<file path="src/rtl/core/ipv4ck_pkg.sv">
`timescale 1ns / 1ps
// ----------------------------------------------------------------------------
// ipv4ck_pkg
// Types, constants and ones-complement helpers for the IPv4/UDP checksum
// builder.
// ----------------------------------------------------------------------------
package ipv4ck_pkg;

    localparam int unsigned CFG_ADDR_W = 4;
    localparam int unsigned CFG_DATA_W = 32;
    localparam int unsigned LEN_W      = 11;
    localparam int unsigned ACC_W      = 20;   // unfolded multi-term sum

    // Payload limit in bytes
    localparam logic [LEN_W-1:0] MAX_PAYLOAD   = 11'd1472;

    localparam logic [LEN_W:0]   IP_UDP_HDR_LEN = 12'd28;
    localparam logic [LEN_W:0]   UDP_HDR_LEN    = 12'd8;
    localparam logic [LEN_W:0]   IP_LEN_MAX     = 12'd1500;
    localparam logic [LEN_W:0]   UDP_LEN_MAX    = 12'd1480;

    localparam logic [15:0] IP_VER_IHL_WORD = 16'h4500;
    localparam logic [15:0] PROTO_UDP       = 16'd17;
    localparam logic [15:0] ALL_ONES        = 16'hffff;

    localparam logic [31:0] SOURCE_IP_RST   = 32'd167772161;
    localparam logic [31:0] DEST_IP_RST     = 32'd167772162;
    localparam logic [15:0] SOURCE_PORT_RST = 16'd30000;
    localparam logic [15:0] DEST_PORT_RST   = 16'd0;

    // Pre-sums of the reset register values
    localparam logic [17:0] ADDR_SUM_RST =
        18'(SOURCE_IP_RST[31:16]) + 18'(SOURCE_IP_RST[15:0]) +
        18'(DEST_IP_RST[31:16]) + 18'(DEST_IP_RST[15:0]);
    localparam logic [16:0] PORT_SUM_RST =
        17'(SOURCE_PORT_RST) + 17'(DEST_PORT_RST);

    typedef enum logic [1:0] {
        REG_SOURCE_IP   = 2'd0,
        REG_DEST_IP     = 2'd1,
        REG_SOURCE_PORT = 2'd2,
        REG_DEST_PORT   = 2'd3
    } cfg_reg_t;

    // Snapshot of the accumulator at the final byte
    typedef struct packed {
        logic [15:0]      sum;
        logic [7:0]       held;
        logic             odd;
        logic [LEN_W-1:0] count;
        logic             ovf;
    } fin_t;

    // 16-bit add with end-around carry
    function automatic logic [15:0] oc_add(input logic [15:0] a, input logic [15:0] b);
        logic [16:0] s;
        s = {1'b0, a} + {1'b0, b};
        return s[15:0] + {15'b0, s[16]};
    endfunction

    // Fold a 20-bit sum to 16 bits, end-around
    function automatic logic [15:0] oc_fold(input logic [ACC_W-1:0] x);
        logic [16:0] f;
        f = {1'b0, x[15:0]} + {13'b0, x[ACC_W-1:16]};
        return f[15:0] + {15'b0, f[16]};
    endfunction

endpackage

</file>
<file path="src/rtl/core/ipv4_udp_checksum_builder.sv">
`timescale 1ns / 1ps
// ----------------------------------------------------------------------------
// ipv4_udp_checksum_builder
// Running ones-complement sum over UDP payload bytes; gives lengths and the
// IPv4 header and UDP checksums for each datagram.
// ----------------------------------------------------------------------------
// Usage:
//   Payload channel (payload_valid/payload_ready): one byte per transfer in
//   wire order, final_byte high on the last byte of the datagram.
//   Result channel (result_valid/result_ready): one transfer per datagram
//   with both lengths, both checksums and the too_long flag.
//   APB port: source_ip, dest_ip, source_port, dest_port at 0x0/0x4/0x8/0xC.
//   Write them only while no datagram is in flight.
// Throughput: one byte per cycle while payload_ready is high; the byte sum is
//   a single end-around add.
// Result path: the final byte's sums go to the snapshot register, then to the
//   result register after the header sums, where result_valid rises.
// Bytes past the payload limit are dropped from sum and count and set
//   too_long; a final byte past the limit still closes the datagram.
// Reset: registers return to 10.0.0.1 / 10.0.0.2 / 30000 / 0 and the
//   accumulator and both pipeline stages are emptied.
// Stall: a held result keeps the snapshot stage full; payload_ready then
//   stays low for every byte until the result register drains.
// ----------------------------------------------------------------------------
module ipv4_udp_checksum_builder
    import ipv4ck_pkg::*;
(
    input  logic                  clk,
    input  logic                  rst_n,
    // APB configuration
    input  logic                  psel,
    input  logic                  penable,
    input  logic                  pwrite,
    input  logic [CFG_ADDR_W-1:0] paddr,
    input  logic [CFG_DATA_W-1:0] pwdata,
    output logic [CFG_DATA_W-1:0] prdata,
    output logic                  pready,
    // payload channel
    input  logic                  payload_valid,
    output logic                  payload_ready,
    input  logic [7:0]            payload_byte,
    input  logic                  final_byte,
    // result channel
    output logic                  result_valid,
    input  logic                  result_ready,
    output logic [LEN_W-1:0]      ip_total_length,
    output logic [15:0]           ip_header_checksum,
    output logic [LEN_W-1:0]      udp_length,
    output logic [15:0]           udp_checksum,
    output logic                  too_long
);

    // ------------------------------------------------------------------
    // Configuration registers
    // ------------------------------------------------------------------
    logic [31:0] source_ip_reg;
    logic [31:0] dest_ip_reg;
    logic [15:0] source_port_reg;
    logic [15:0] dest_port_reg;
    // Pre-sums of the static header words, so the final stage adds few terms
    logic [17:0] addr_sum_reg;
    logic [16:0] port_sum_reg;

    logic     cfg_write;
    cfg_reg_t cfg_sel;

    assign pready    = 1'b1;
    assign cfg_write = psel && penable && pwrite && pready;
    assign cfg_sel   = cfg_reg_t'(paddr[3:2]);

    always_ff @(posedge clk or negedge rst_n)
    begin
        if (!rst_n)
        begin
            source_ip_reg   <= SOURCE_IP_RST;
            dest_ip_reg     <= DEST_IP_RST;
            source_port_reg <= SOURCE_PORT_RST;
            dest_port_reg   <= DEST_PORT_RST;
            addr_sum_reg    <= ADDR_SUM_RST;
            port_sum_reg    <= PORT_SUM_RST;
        end
        else
        begin
            if (cfg_write)
            begin
                case (cfg_sel)
                    REG_SOURCE_IP:   source_ip_reg   <= pwdata;
                    REG_DEST_IP:     dest_ip_reg     <= pwdata;
                    REG_SOURCE_PORT: source_port_reg <= pwdata[15:0];
                    REG_DEST_PORT:   dest_port_reg   <= pwdata[15:0];
                    default:         ;
                endcase
            end
            // Next cycle after a write; user must write only while idle, unenforced
            addr_sum_reg <= 18'(source_ip_reg[31:16]) + 18'(source_ip_reg[15:0]) +
                            18'(dest_ip_reg[31:16]) + 18'(dest_ip_reg[15:0]);
            port_sum_reg <= 17'(source_port_reg) + 17'(dest_port_reg);
        end
    end

    always_comb
    begin
        case (cfg_sel)
            REG_SOURCE_IP:   prdata = source_ip_reg;
            REG_DEST_IP:     prdata = dest_ip_reg;
            REG_SOURCE_PORT: prdata = {16'b0, source_port_reg};
            REG_DEST_PORT:   prdata = {16'b0, dest_port_reg};
            default:         prdata = '0;
        endcase
    end

    // ------------------------------------------------------------------
    // Handshake control
    // ------------------------------------------------------------------
    logic fin_valid_reg;
    logic out_valid_reg;
    logic out_load;
    logic byte_fire;

    assign out_load      = fin_valid_reg && (!out_valid_reg || result_ready);
    assign payload_ready = !fin_valid_reg || out_load;
    assign byte_fire     = payload_valid && payload_ready;
    assign result_valid  = out_valid_reg;

    always_ff @(posedge clk or negedge rst_n)
    begin
        if (!rst_n)
        begin
            fin_valid_reg <= 1'b0;
            out_valid_reg <= 1'b0;
        end
        else
        begin
            if (byte_fire && final_byte)
                fin_valid_reg <= 1'b1;
            else if (out_load)
                fin_valid_reg <= 1'b0;

            if (out_load)
                out_valid_reg <= 1'b1;
            else if (result_ready)
                out_valid_reg <= 1'b0;
        end
    end

    // ------------------------------------------------------------------
    // Byte accumulator
    // ------------------------------------------------------------------
    logic [15:0]      sum_reg,   sum_next;
    logic [7:0]       held_reg,  held_next;
    logic             odd_reg,   odd_next;
    logic [LEN_W-1:0] count_reg, count_next;
    logic             ovf_reg,   ovf_next;

    always_comb
    begin
        sum_next   = sum_reg;
        held_next  = held_reg;
        odd_next   = odd_reg;
        count_next = count_reg;
        ovf_next   = ovf_reg;
        if (count_reg < MAX_PAYLOAD)
        begin
            if (odd_reg)
            begin
                sum_next  = oc_add(sum_reg, {held_reg, payload_byte});
                held_next = 8'h00;
                odd_next  = 1'b0;
            end
            else
            begin
                held_next = payload_byte;
                odd_next  = 1'b1;
            end
            count_next = count_reg + 1'b1;
        end
        else
        begin
            ovf_next = 1'b1;
        end
    end

    always_ff @(posedge clk or negedge rst_n)
    begin
        if (!rst_n)
        begin
            sum_reg   <= '0;
            held_reg  <= '0;
            odd_reg   <= 1'b0;
            count_reg <= '0;
            ovf_reg   <= 1'b0;
        end
        else if (byte_fire)
        begin
            if (final_byte)
            begin
                // datagram closes; start the next one clean
                sum_reg   <= '0;
                held_reg  <= '0;
                odd_reg   <= 1'b0;
                count_reg <= '0;
                ovf_reg   <= 1'b0;
            end
            else
            begin
                sum_reg   <= sum_next;
                held_reg  <= held_next;
                odd_reg   <= odd_next;
                count_reg <= count_next;
                ovf_reg   <= ovf_next;
            end
        end
    end

    // ------------------------------------------------------------------
    // Snapshot stage
    // ------------------------------------------------------------------
    fin_t fin_reg;

    always_ff @(posedge clk)
    begin
        if (byte_fire && final_byte)
        begin
            fin_reg.sum   <= sum_next;
            fin_reg.held  <= held_next;
            fin_reg.odd   <= odd_next;
            fin_reg.count <= count_next;
            fin_reg.ovf   <= ovf_next;
        end
    end

    // ------------------------------------------------------------------
    // Header sums
    // ------------------------------------------------------------------
    logic [15:0]      pay_sum;
    logic [LEN_W:0]   ip_len_raw;
    logic [LEN_W:0]   udp_len_raw;
    logic [LEN_W-1:0] ip_len;
    logic [LEN_W-1:0] udp_len;
    logic [ACC_W-1:0] ip_acc;
    logic [ACC_W-1:0] udp_acc;
    logic [15:0]      ip_ck;
    logic [15:0]      udp_ck_raw;
    logic [15:0]      udp_ck;

    always_comb
    begin
        // odd length: pad the held byte with a zero low byte
        pay_sum = oc_add(fin_reg.sum, fin_reg.odd ? {fin_reg.held, 8'h00} : 16'h0000);

        ip_len_raw  = {1'b0, fin_reg.count} + IP_UDP_HDR_LEN;
        udp_len_raw = {1'b0, fin_reg.count} + UDP_HDR_LEN;
        ip_len  = (ip_len_raw  > IP_LEN_MAX)  ? IP_LEN_MAX[LEN_W-1:0]  : ip_len_raw[LEN_W-1:0];
        udp_len = (udp_len_raw > UDP_LEN_MAX) ? UDP_LEN_MAX[LEN_W-1:0] : udp_len_raw[LEN_W-1:0];

        ip_acc = ACC_W'(IP_VER_IHL_WORD) + ACC_W'(PROTO_UDP) + ACC_W'(ip_len) +
                 ACC_W'(addr_sum_reg);
        ip_ck  = ~oc_fold(ip_acc);

        // UDP length counts twice: pseudo-header and UDP header
        udp_acc = ACC_W'(addr_sum_reg) + ACC_W'(PROTO_UDP) + ACC_W'(udp_len) +
                  ACC_W'(udp_len) + ACC_W'(port_sum_reg) + ACC_W'(pay_sum);
        udp_ck_raw = ~oc_fold(udp_acc);
        udp_ck     = (udp_ck_raw == 16'h0000) ? ALL_ONES : udp_ck_raw;
    end

    // ------------------------------------------------------------------
    // Result register
    // ------------------------------------------------------------------
    always_ff @(posedge clk)
    begin
        if (out_load)
        begin
            ip_total_length    <= ip_len;
            ip_header_checksum <= ip_ck;
            udp_length         <= udp_len;
            udp_checksum       <= udp_ck;
            too_long           <= fin_reg.ovf;
        end
    end

endmodule

</file>
<file path="config.mk">
export PLATFORM = sky130hd
export DESIGN_NAME = ipv4_udp_checksum_builder
export DESIGN_NICKNAME = d
export VERILOG_FILES = /design/src/rtl/core/ipv4ck_pkg.sv /design/src/rtl/core/ipv4_udp_checksum_builder.sv
export SDC_FILE = /design/constraint.sdc
export NUM_CORES = 1
export LEC_CHECK = 0
export ABC_CLOCK_PERIOD_IN_PS = 9900
export BUFFER_PORTS_ARGS = -buffer_cell sky130_fd_sc_hd__buf_4
export CAP_MARGIN = 25
export CORE_MARGIN = 2
export CORE_UTILIZATION = 56
export DETAILED_ROUTE_END_ITERATION = 16
export GPL_ROUTABILITY_DRIVEN = 0
export MAX_ROUTING_LAYER = met4
export PLACE_DENSITY = 0.76
export SLEW_MARGIN = 10
export SYNTH_ARGS = -nofsm -noshare
export SYNTH_HDL_FRONTEND = slang
export SYNTH_SLANG_ARGS = --single-unit
</file>
<file path="constraint.sdc">
create_clock -name clk -period 9.9 [get_ports clk]
set_input_delay 0.495 -clock clk [delete_from_list [all_inputs] [get_ports clk]]
set_output_delay 0.495 -clock clk [all_outputs]
set_load 0.05 [all_outputs]
</file>
### Yosys cells after proc, flatten, opt, wreduce, memory -nomap -nowiden

Index checks and enable logic that the tools add are counted.

* add/sub/neg operators: 22
* $lt $le $gt $ge: 3
* equality and inequality tests: 3
* multiplexer cells: 21
* bitwise operators: 2
* reduce and logical (&&, ||, !) cells: 17

Operator list (count)
* $pmux W32 S4: 1
* $add A16 B16 Y17: 4
* $add A16 B1 Y16: 4
* $mux W16: 4
* $mux W11: 4
* $not A16 Y16: 2
* $gt A12 B11 Y1 const B: 2
* $mux W8: 3
* $add A19 B11 Y20: 1
* $add A20 B11 Y20: 1
* $add A20 B16 Y20: 1
* $add A20 B17 Y20: 1
* $add A16 B18 Y19: 1
* $add A18 B5 Y19 const B: 1
* $add A17 B16 Y18: 1
* $add A18 B16 Y18: 1
* $add A16 B3 Y17: 1
* $add A16 B4 Y17: 1
* $add A15 B11 Y16 const A: 1
* $logic_not A16 Y1: 1
* $add A11 B4 Y12 const B: 1
* $add A11 B5 Y12 const B: 1
* $add A11 B1 Y11 const B: 1
* $lt A11 B11 Y1 const B: 1
* 9 further kinds: 28

* register bits: 262
* input bits: 52
* output and inout port bits: 90
* word-level logic and storage cells: 91

### Depth between registers and ports, before layout

* depth after elaboration: 11
* depth in mapped cells: 53

### Worst setup path after synthesis

No wires, ideal clock.

* path kind: register -> register
* from: register fin_reg[12] (netlist name)
* to: register udp_checksum[12] (data pin)
* setup time: 144 ps
* data arrival time: 9670 ps
* required time: 9756 ps
* slack: 86 ps
* stages on the path, launching flop included: 50
* buffers on the path: 1
* cells stage by stage: edfxtp_1 -> and2_1 -> ha_1 -> inv_1 -> fa_1 -> inv_1 -> a21oi_1 -> o21bai_1 -> a21oi_1 -> nor2_1 -> o21ai_0 -> nand2b_1 -> a21o_1 -> ha_1 -> ha_1 -> nand3_1 -> xor2_1 -> fa_1 -> (+14 left out) -> o2bb2ai_1 -> nor2_1 -> nand3_1 -> nor3_1 -> nand3_1 -> nor3_1 -> ha_1 -> ha_1 -> nand2_1 -> nor3_1 -> nand4_1 -> a21boi_0 -> xor2_1 -> nand4_1 -> nor4_1 -> nand4b_2 -> buf_6 -> o21ai_1

* cells in the longest elaborated chain, start to end: 8

Ends and longest elaborated chain
* from (decl): RTL line ipv4_udp_checksum_builder.sv:218 `fin_t fin_reg;`
* $mux W16 (*): RTL line ipv4_udp_checksum_builder.sv:249 `pay_sum = oc_add(fin_reg.sum, fin_reg.odd ? {fin_reg.held, 8'h00} : 16'h0000);`
* $add A16 B16 Y17 (*): RTL line ipv4ck_pkg.sv:57 `s = {1'b0, a} + {1'b0, b};`
* $add A16 B1 Y16 (*): RTL line ipv4ck_pkg.sv:58 `return s[15:0] + {15'b0, s[16]};`
* $add A20 B16 Y20 (*): RTL line ipv4_udp_checksum_builder.sv:262 `ACC_W'(udp_len) + ACC_W'(port_sum_reg) + ACC_W'(pay_sum);`
* $add A16 B4 Y17 (*): RTL line ipv4ck_pkg.sv:64 `f = {1'b0, x[15:0]} + {13'b0, x[ACC_W-1:16]};`
* $add A16 B1 Y16 (*): RTL line ipv4ck_pkg.sv:65 `return f[15:0] + {15'b0, f[16]};`
* $not A16 Y16 (*): RTL line ipv4_udp_checksum_builder.sv:263 `udp_ck_raw = ~oc_fold(udp_acc);`
* $logic_not A16 Y1: RTL line ipv4_udp_checksum_builder.sv:264 `udp_ck = (udp_ck_raw == 16'h0000) ? ALL_ONES : udp_ck_raw;`
* to (signal assigned): RTL line ipv4_udp_checksum_builder.sv:277 `udp_checksum <= udp_ck;`
* to (decl): RTL line ipv4_udp_checksum_builder.sv:49 `output logic [15:0] udp_checksum,`

Mark *: on every way between the ends. The rest lies on a longest branch, timed or not.
A chain may end at the register's enable or synchronous reset.

### Worst setup path in the final report

* from: register fin_reg[12] (netlist name)
* to: register udp_checksum[7] (data pin)

The elaborated chain is that of the path after synthesis.

==> out/results.tsv <==
stage	metric	value	unit
routing	final WL	43000	µm
cts	CTS tree	done	
cts	clk_lat worst skew	0.57	ns
yosys	warnings from Yosys	0	
timing	RSZ-0062 raised after global routing	yes	
timing	Hold Worst Slack	-0.0293	ns
floorplanning	Core ar.	31700	µm²
grt	vias in the first global route	13151	
cts	Root Driver	clkbuf_16	
timing	Worst Clk Skew	0.0165	ns
yosys	dominant synthesized flop cell	dfrtp_1	
setup_path	worst setup path class	flip-flop to flip-flop	
routing	DRT iter0 DRCs	877	
cts	Max H-tree Level	1	
timing	endpoints failing setup	0	
finish	design area	21500	µm²
finish	commonest non-fill, non-tap cell in the layout	buf_4	
finish	fillers	2313	
floorplanning	die width	184	µm
yosys	register area share after synthesis	0.388	
grt	global-route wire length before repair	67200	µm
setup_path	worst-path cell with the longest stage delay	fa_1	
placement	Placed Area	19900	µm²
setup_path	crit-path leading delay family	adder cells	
cts	clock transition at the registers of the reported paths	0.06	ns
status	status	finished with violations	
placement	I/O Buffers	138	
status	violated checks	negative hold slack	
routing	via density per instance	5.90	
setup_path	Worst Setup EP	udp_checksum[7]$_SDFFCE_PN1P_	
hold_path	worst hold path type	primary input to asynchronous set/reset pin	
yosys	cell taking the most area after synthesis	dfrtp_1	
timing	fin crit share	0.976	
yosys	Unique masters post-synth	82	
floorplanning	io pins	142	
finish	Largest register FFs	37	
yosys	Cell Area, Synth	18100	µm²
setup_path	CP Depth	50	
timing	worst-margin pin slew	1.04	ns
yosys	number of flops mapped to enable cells by yosys	92	
grt	largest net degree at the start of global routing	95	
routing	post-DR wirelength/cell	19.0	µm
finish	Antenna Cells	0	
cts	Num CTS Buffers	28	
finish	Layout Nets	2102	
routing	DRC Markers	0	
finish	commonest non-fill, non-tap cells in the layout	buf_4, dfrtp_1, ha_1	
yosys	Yosys reg bits	262	
floorplanning	Die H	184	µm
setup_path	CP startpoint	fin_reg[12]$_DFFE_PP_	
floorplanning	Initial Utilization	0.572	
yosys	post-synthesis average cell area	11.0	µm²
timing	Period minus WS final	9.66	ns
timing	setup_tns	0	ns
timing	fmax	103	MHz
routing	vias	13347	
grt	GRT Total Usage	0.256	
setup_path	worst-path fanout max	8	
yosys	top cell type's share of synthesized area	0.201	
grt	final global-route overflow total	0	
setup_path	Worst EP arrival	10.07	ns
yosys	Post-Syn Instances	1645	
setup_path	FF-to-FF Start	fin_reg[12]$_DFFE_PP_	
yosys	Synth area leaders	dfrtp_1, edfxtp_1, ha_1, fa_1, mux2_2	
timing	Slew Viols, Final	0	
yosys	Async S/R FF share, synth	0.649	
setup_path	Worst EP required	10.31	ns
setup_path	reg2reg path depth	50	
floorplanning	die area	33900	µm²
yosys	post-synthesis net count	1908	
finish	layout cells sized above 1	0.268	
routing	First-pass DRT Iterations	7	
setup_path	R2R Setup Slk	0.24	ns
cts	CTS Buffer Depth	3	
placement	dpl hpwl	31600	µm
setup_path	Buf/Inv on CP	5	
routing	Post-DRT Antenna Nets	0	
setup_path	CP endpoint kind	flip-flop	
cts	clock sink count	262	
timing	slew margin rel.	0.297	
finish	Layout area overhead	18.5	%
setup_path	CP peak stage delay	0.51	ns
setup_path	Worst setup SP type	flip-flop	
setup_path	capture point of the worst reg-to-reg path	udp_checksum[7]$_SDFFCE_PN1P_	
timing	Fin. Hold Viols	6	
timing	Worst Slack Setup Final	0.237	ns
flow_run	Max Cap Viol	0	
placement	pre-CTS setup slack	-0.333	ns
grt	initial antenna violation count	0	
floorplanning	Row Count	65	
final cells by class:
class	count	area, µm²	share of cell area
multi-input combinational	1211	10900	0.505
clock inverter	11	161	0.00751
tap	402	503	0.0234
sequential	262	7050	0.328
inverter	130	488	0.0227
timing repair buffer	206	1630	0.0758
clock buffer	41	810	0.0377
routing by layer:
| metal | wire length [µm] | global-route usage | vias up |
|---|---|---|---|
| met5 | 0 | - | - |
| met4 | 1290 | 0.0723 | 0 |
| met3 | 1700 | 0.0234 | 82 |
| met2 | 20800 | 0.416 | 375 |
| met1 | 19200 | 0.347 | 6634 |
| li1 | - | - | 6256 |
cells in the mapped netlist (16+ instances only):
cell and number:
and3_1 22, and2_1 23, edfxtp_1 92, o21ai_0 66, ha_1 145, mux2i_1 20
a21oi_1 54, nor2b_1 24, nand2_1 102, nor2_1 82, dfstp_2 24, xnor2_1 92
a22o_1 29, mux4_2 16, inv_1 130, a21o_1 26, clkbuf_1 32, mux2_2 107
dfrtp_1 146, fa_1 66, nor3_1 27, xor2_1 57, o21a_1 16, nand3_1 43
cells by family after synthesis:
| group | Yosys count | synth area share |
|---|---|---|
| compound gates | 301 | 0.116 |
| xor+xnor | 152 | 0.0753 |
| fa+ha+maj | 211 | 0.173 |
| buf+inv | 172 | 0.0370 |
| flops | 262 | 0.388 |
| mux | 143 | 0.0973 |
| other cells | 1 | 0.000207 |
| simple gates | 403 | 0.113 |
worst min path at each step:
stage / startpoint / depth (start not counted) / endpoint
6_report: rst_n / 1 / sum_reg[7]$_DFFE_PN0P_
5_1_grt: rst_n / 1 / sum_reg[6]$_DFFE_PN0P_
4_1_cts: rst_n / 1 / sum_reg[6]$_DFFE_PN0P_
3_5_place_dp: fin_reg[0]$_DFFE_PP_ / 0 / too_long$_DFFE_PP_
3_3_place_gp: fin_reg[0]$_DFFE_PP_ / 0 / too_long$_DFFE_PP_
2_1_floorplan: rst_n / 0 / addr_sum_reg[11]$_DFF_PN0_
worst register-to-register path: cells and delay by family (launching register included):
kind | cells | cell delay [ns]
xor+xnor | 2 | 0.57
flops | 1 | 0.36
fa+ha+maj | 11 | 3.13
buf+inv | 5 | 0.54
compound gates | 13 | 1.94
simple gates | 19 | 2.97
through the flow:
| step | cells | utilization | hold WS, ns |
|---|---|---|---|
| CTS | 2248 | 0.660 | 0.0350 |
| global route | 2263 | 0.678 | 0.0357 |
| finish | 2263 | 0.678 | -0.0293 |
| detailed placement | 2196 | 0.629 | 0.421 |
| global placement | 2195 | 0.628 | 0.408 |
| floorplan | 1645 | - | 0.199 |
repair_timing:
action / CTS / global route
endpoints found under the setup margin: 16 / 16
gates cloned: 0 / 1
buffers inserted: 0 / 12
pin swaps: 3 / 59
gates resized for setup: 7 / 82
hold buffers: 0 / 0
endpoints found under the hold margin: 0 / 0
Power is left out: the tool's default activity adds up to more than one toggle a clock period on the data nets, which glitch-free logic cannot reach.
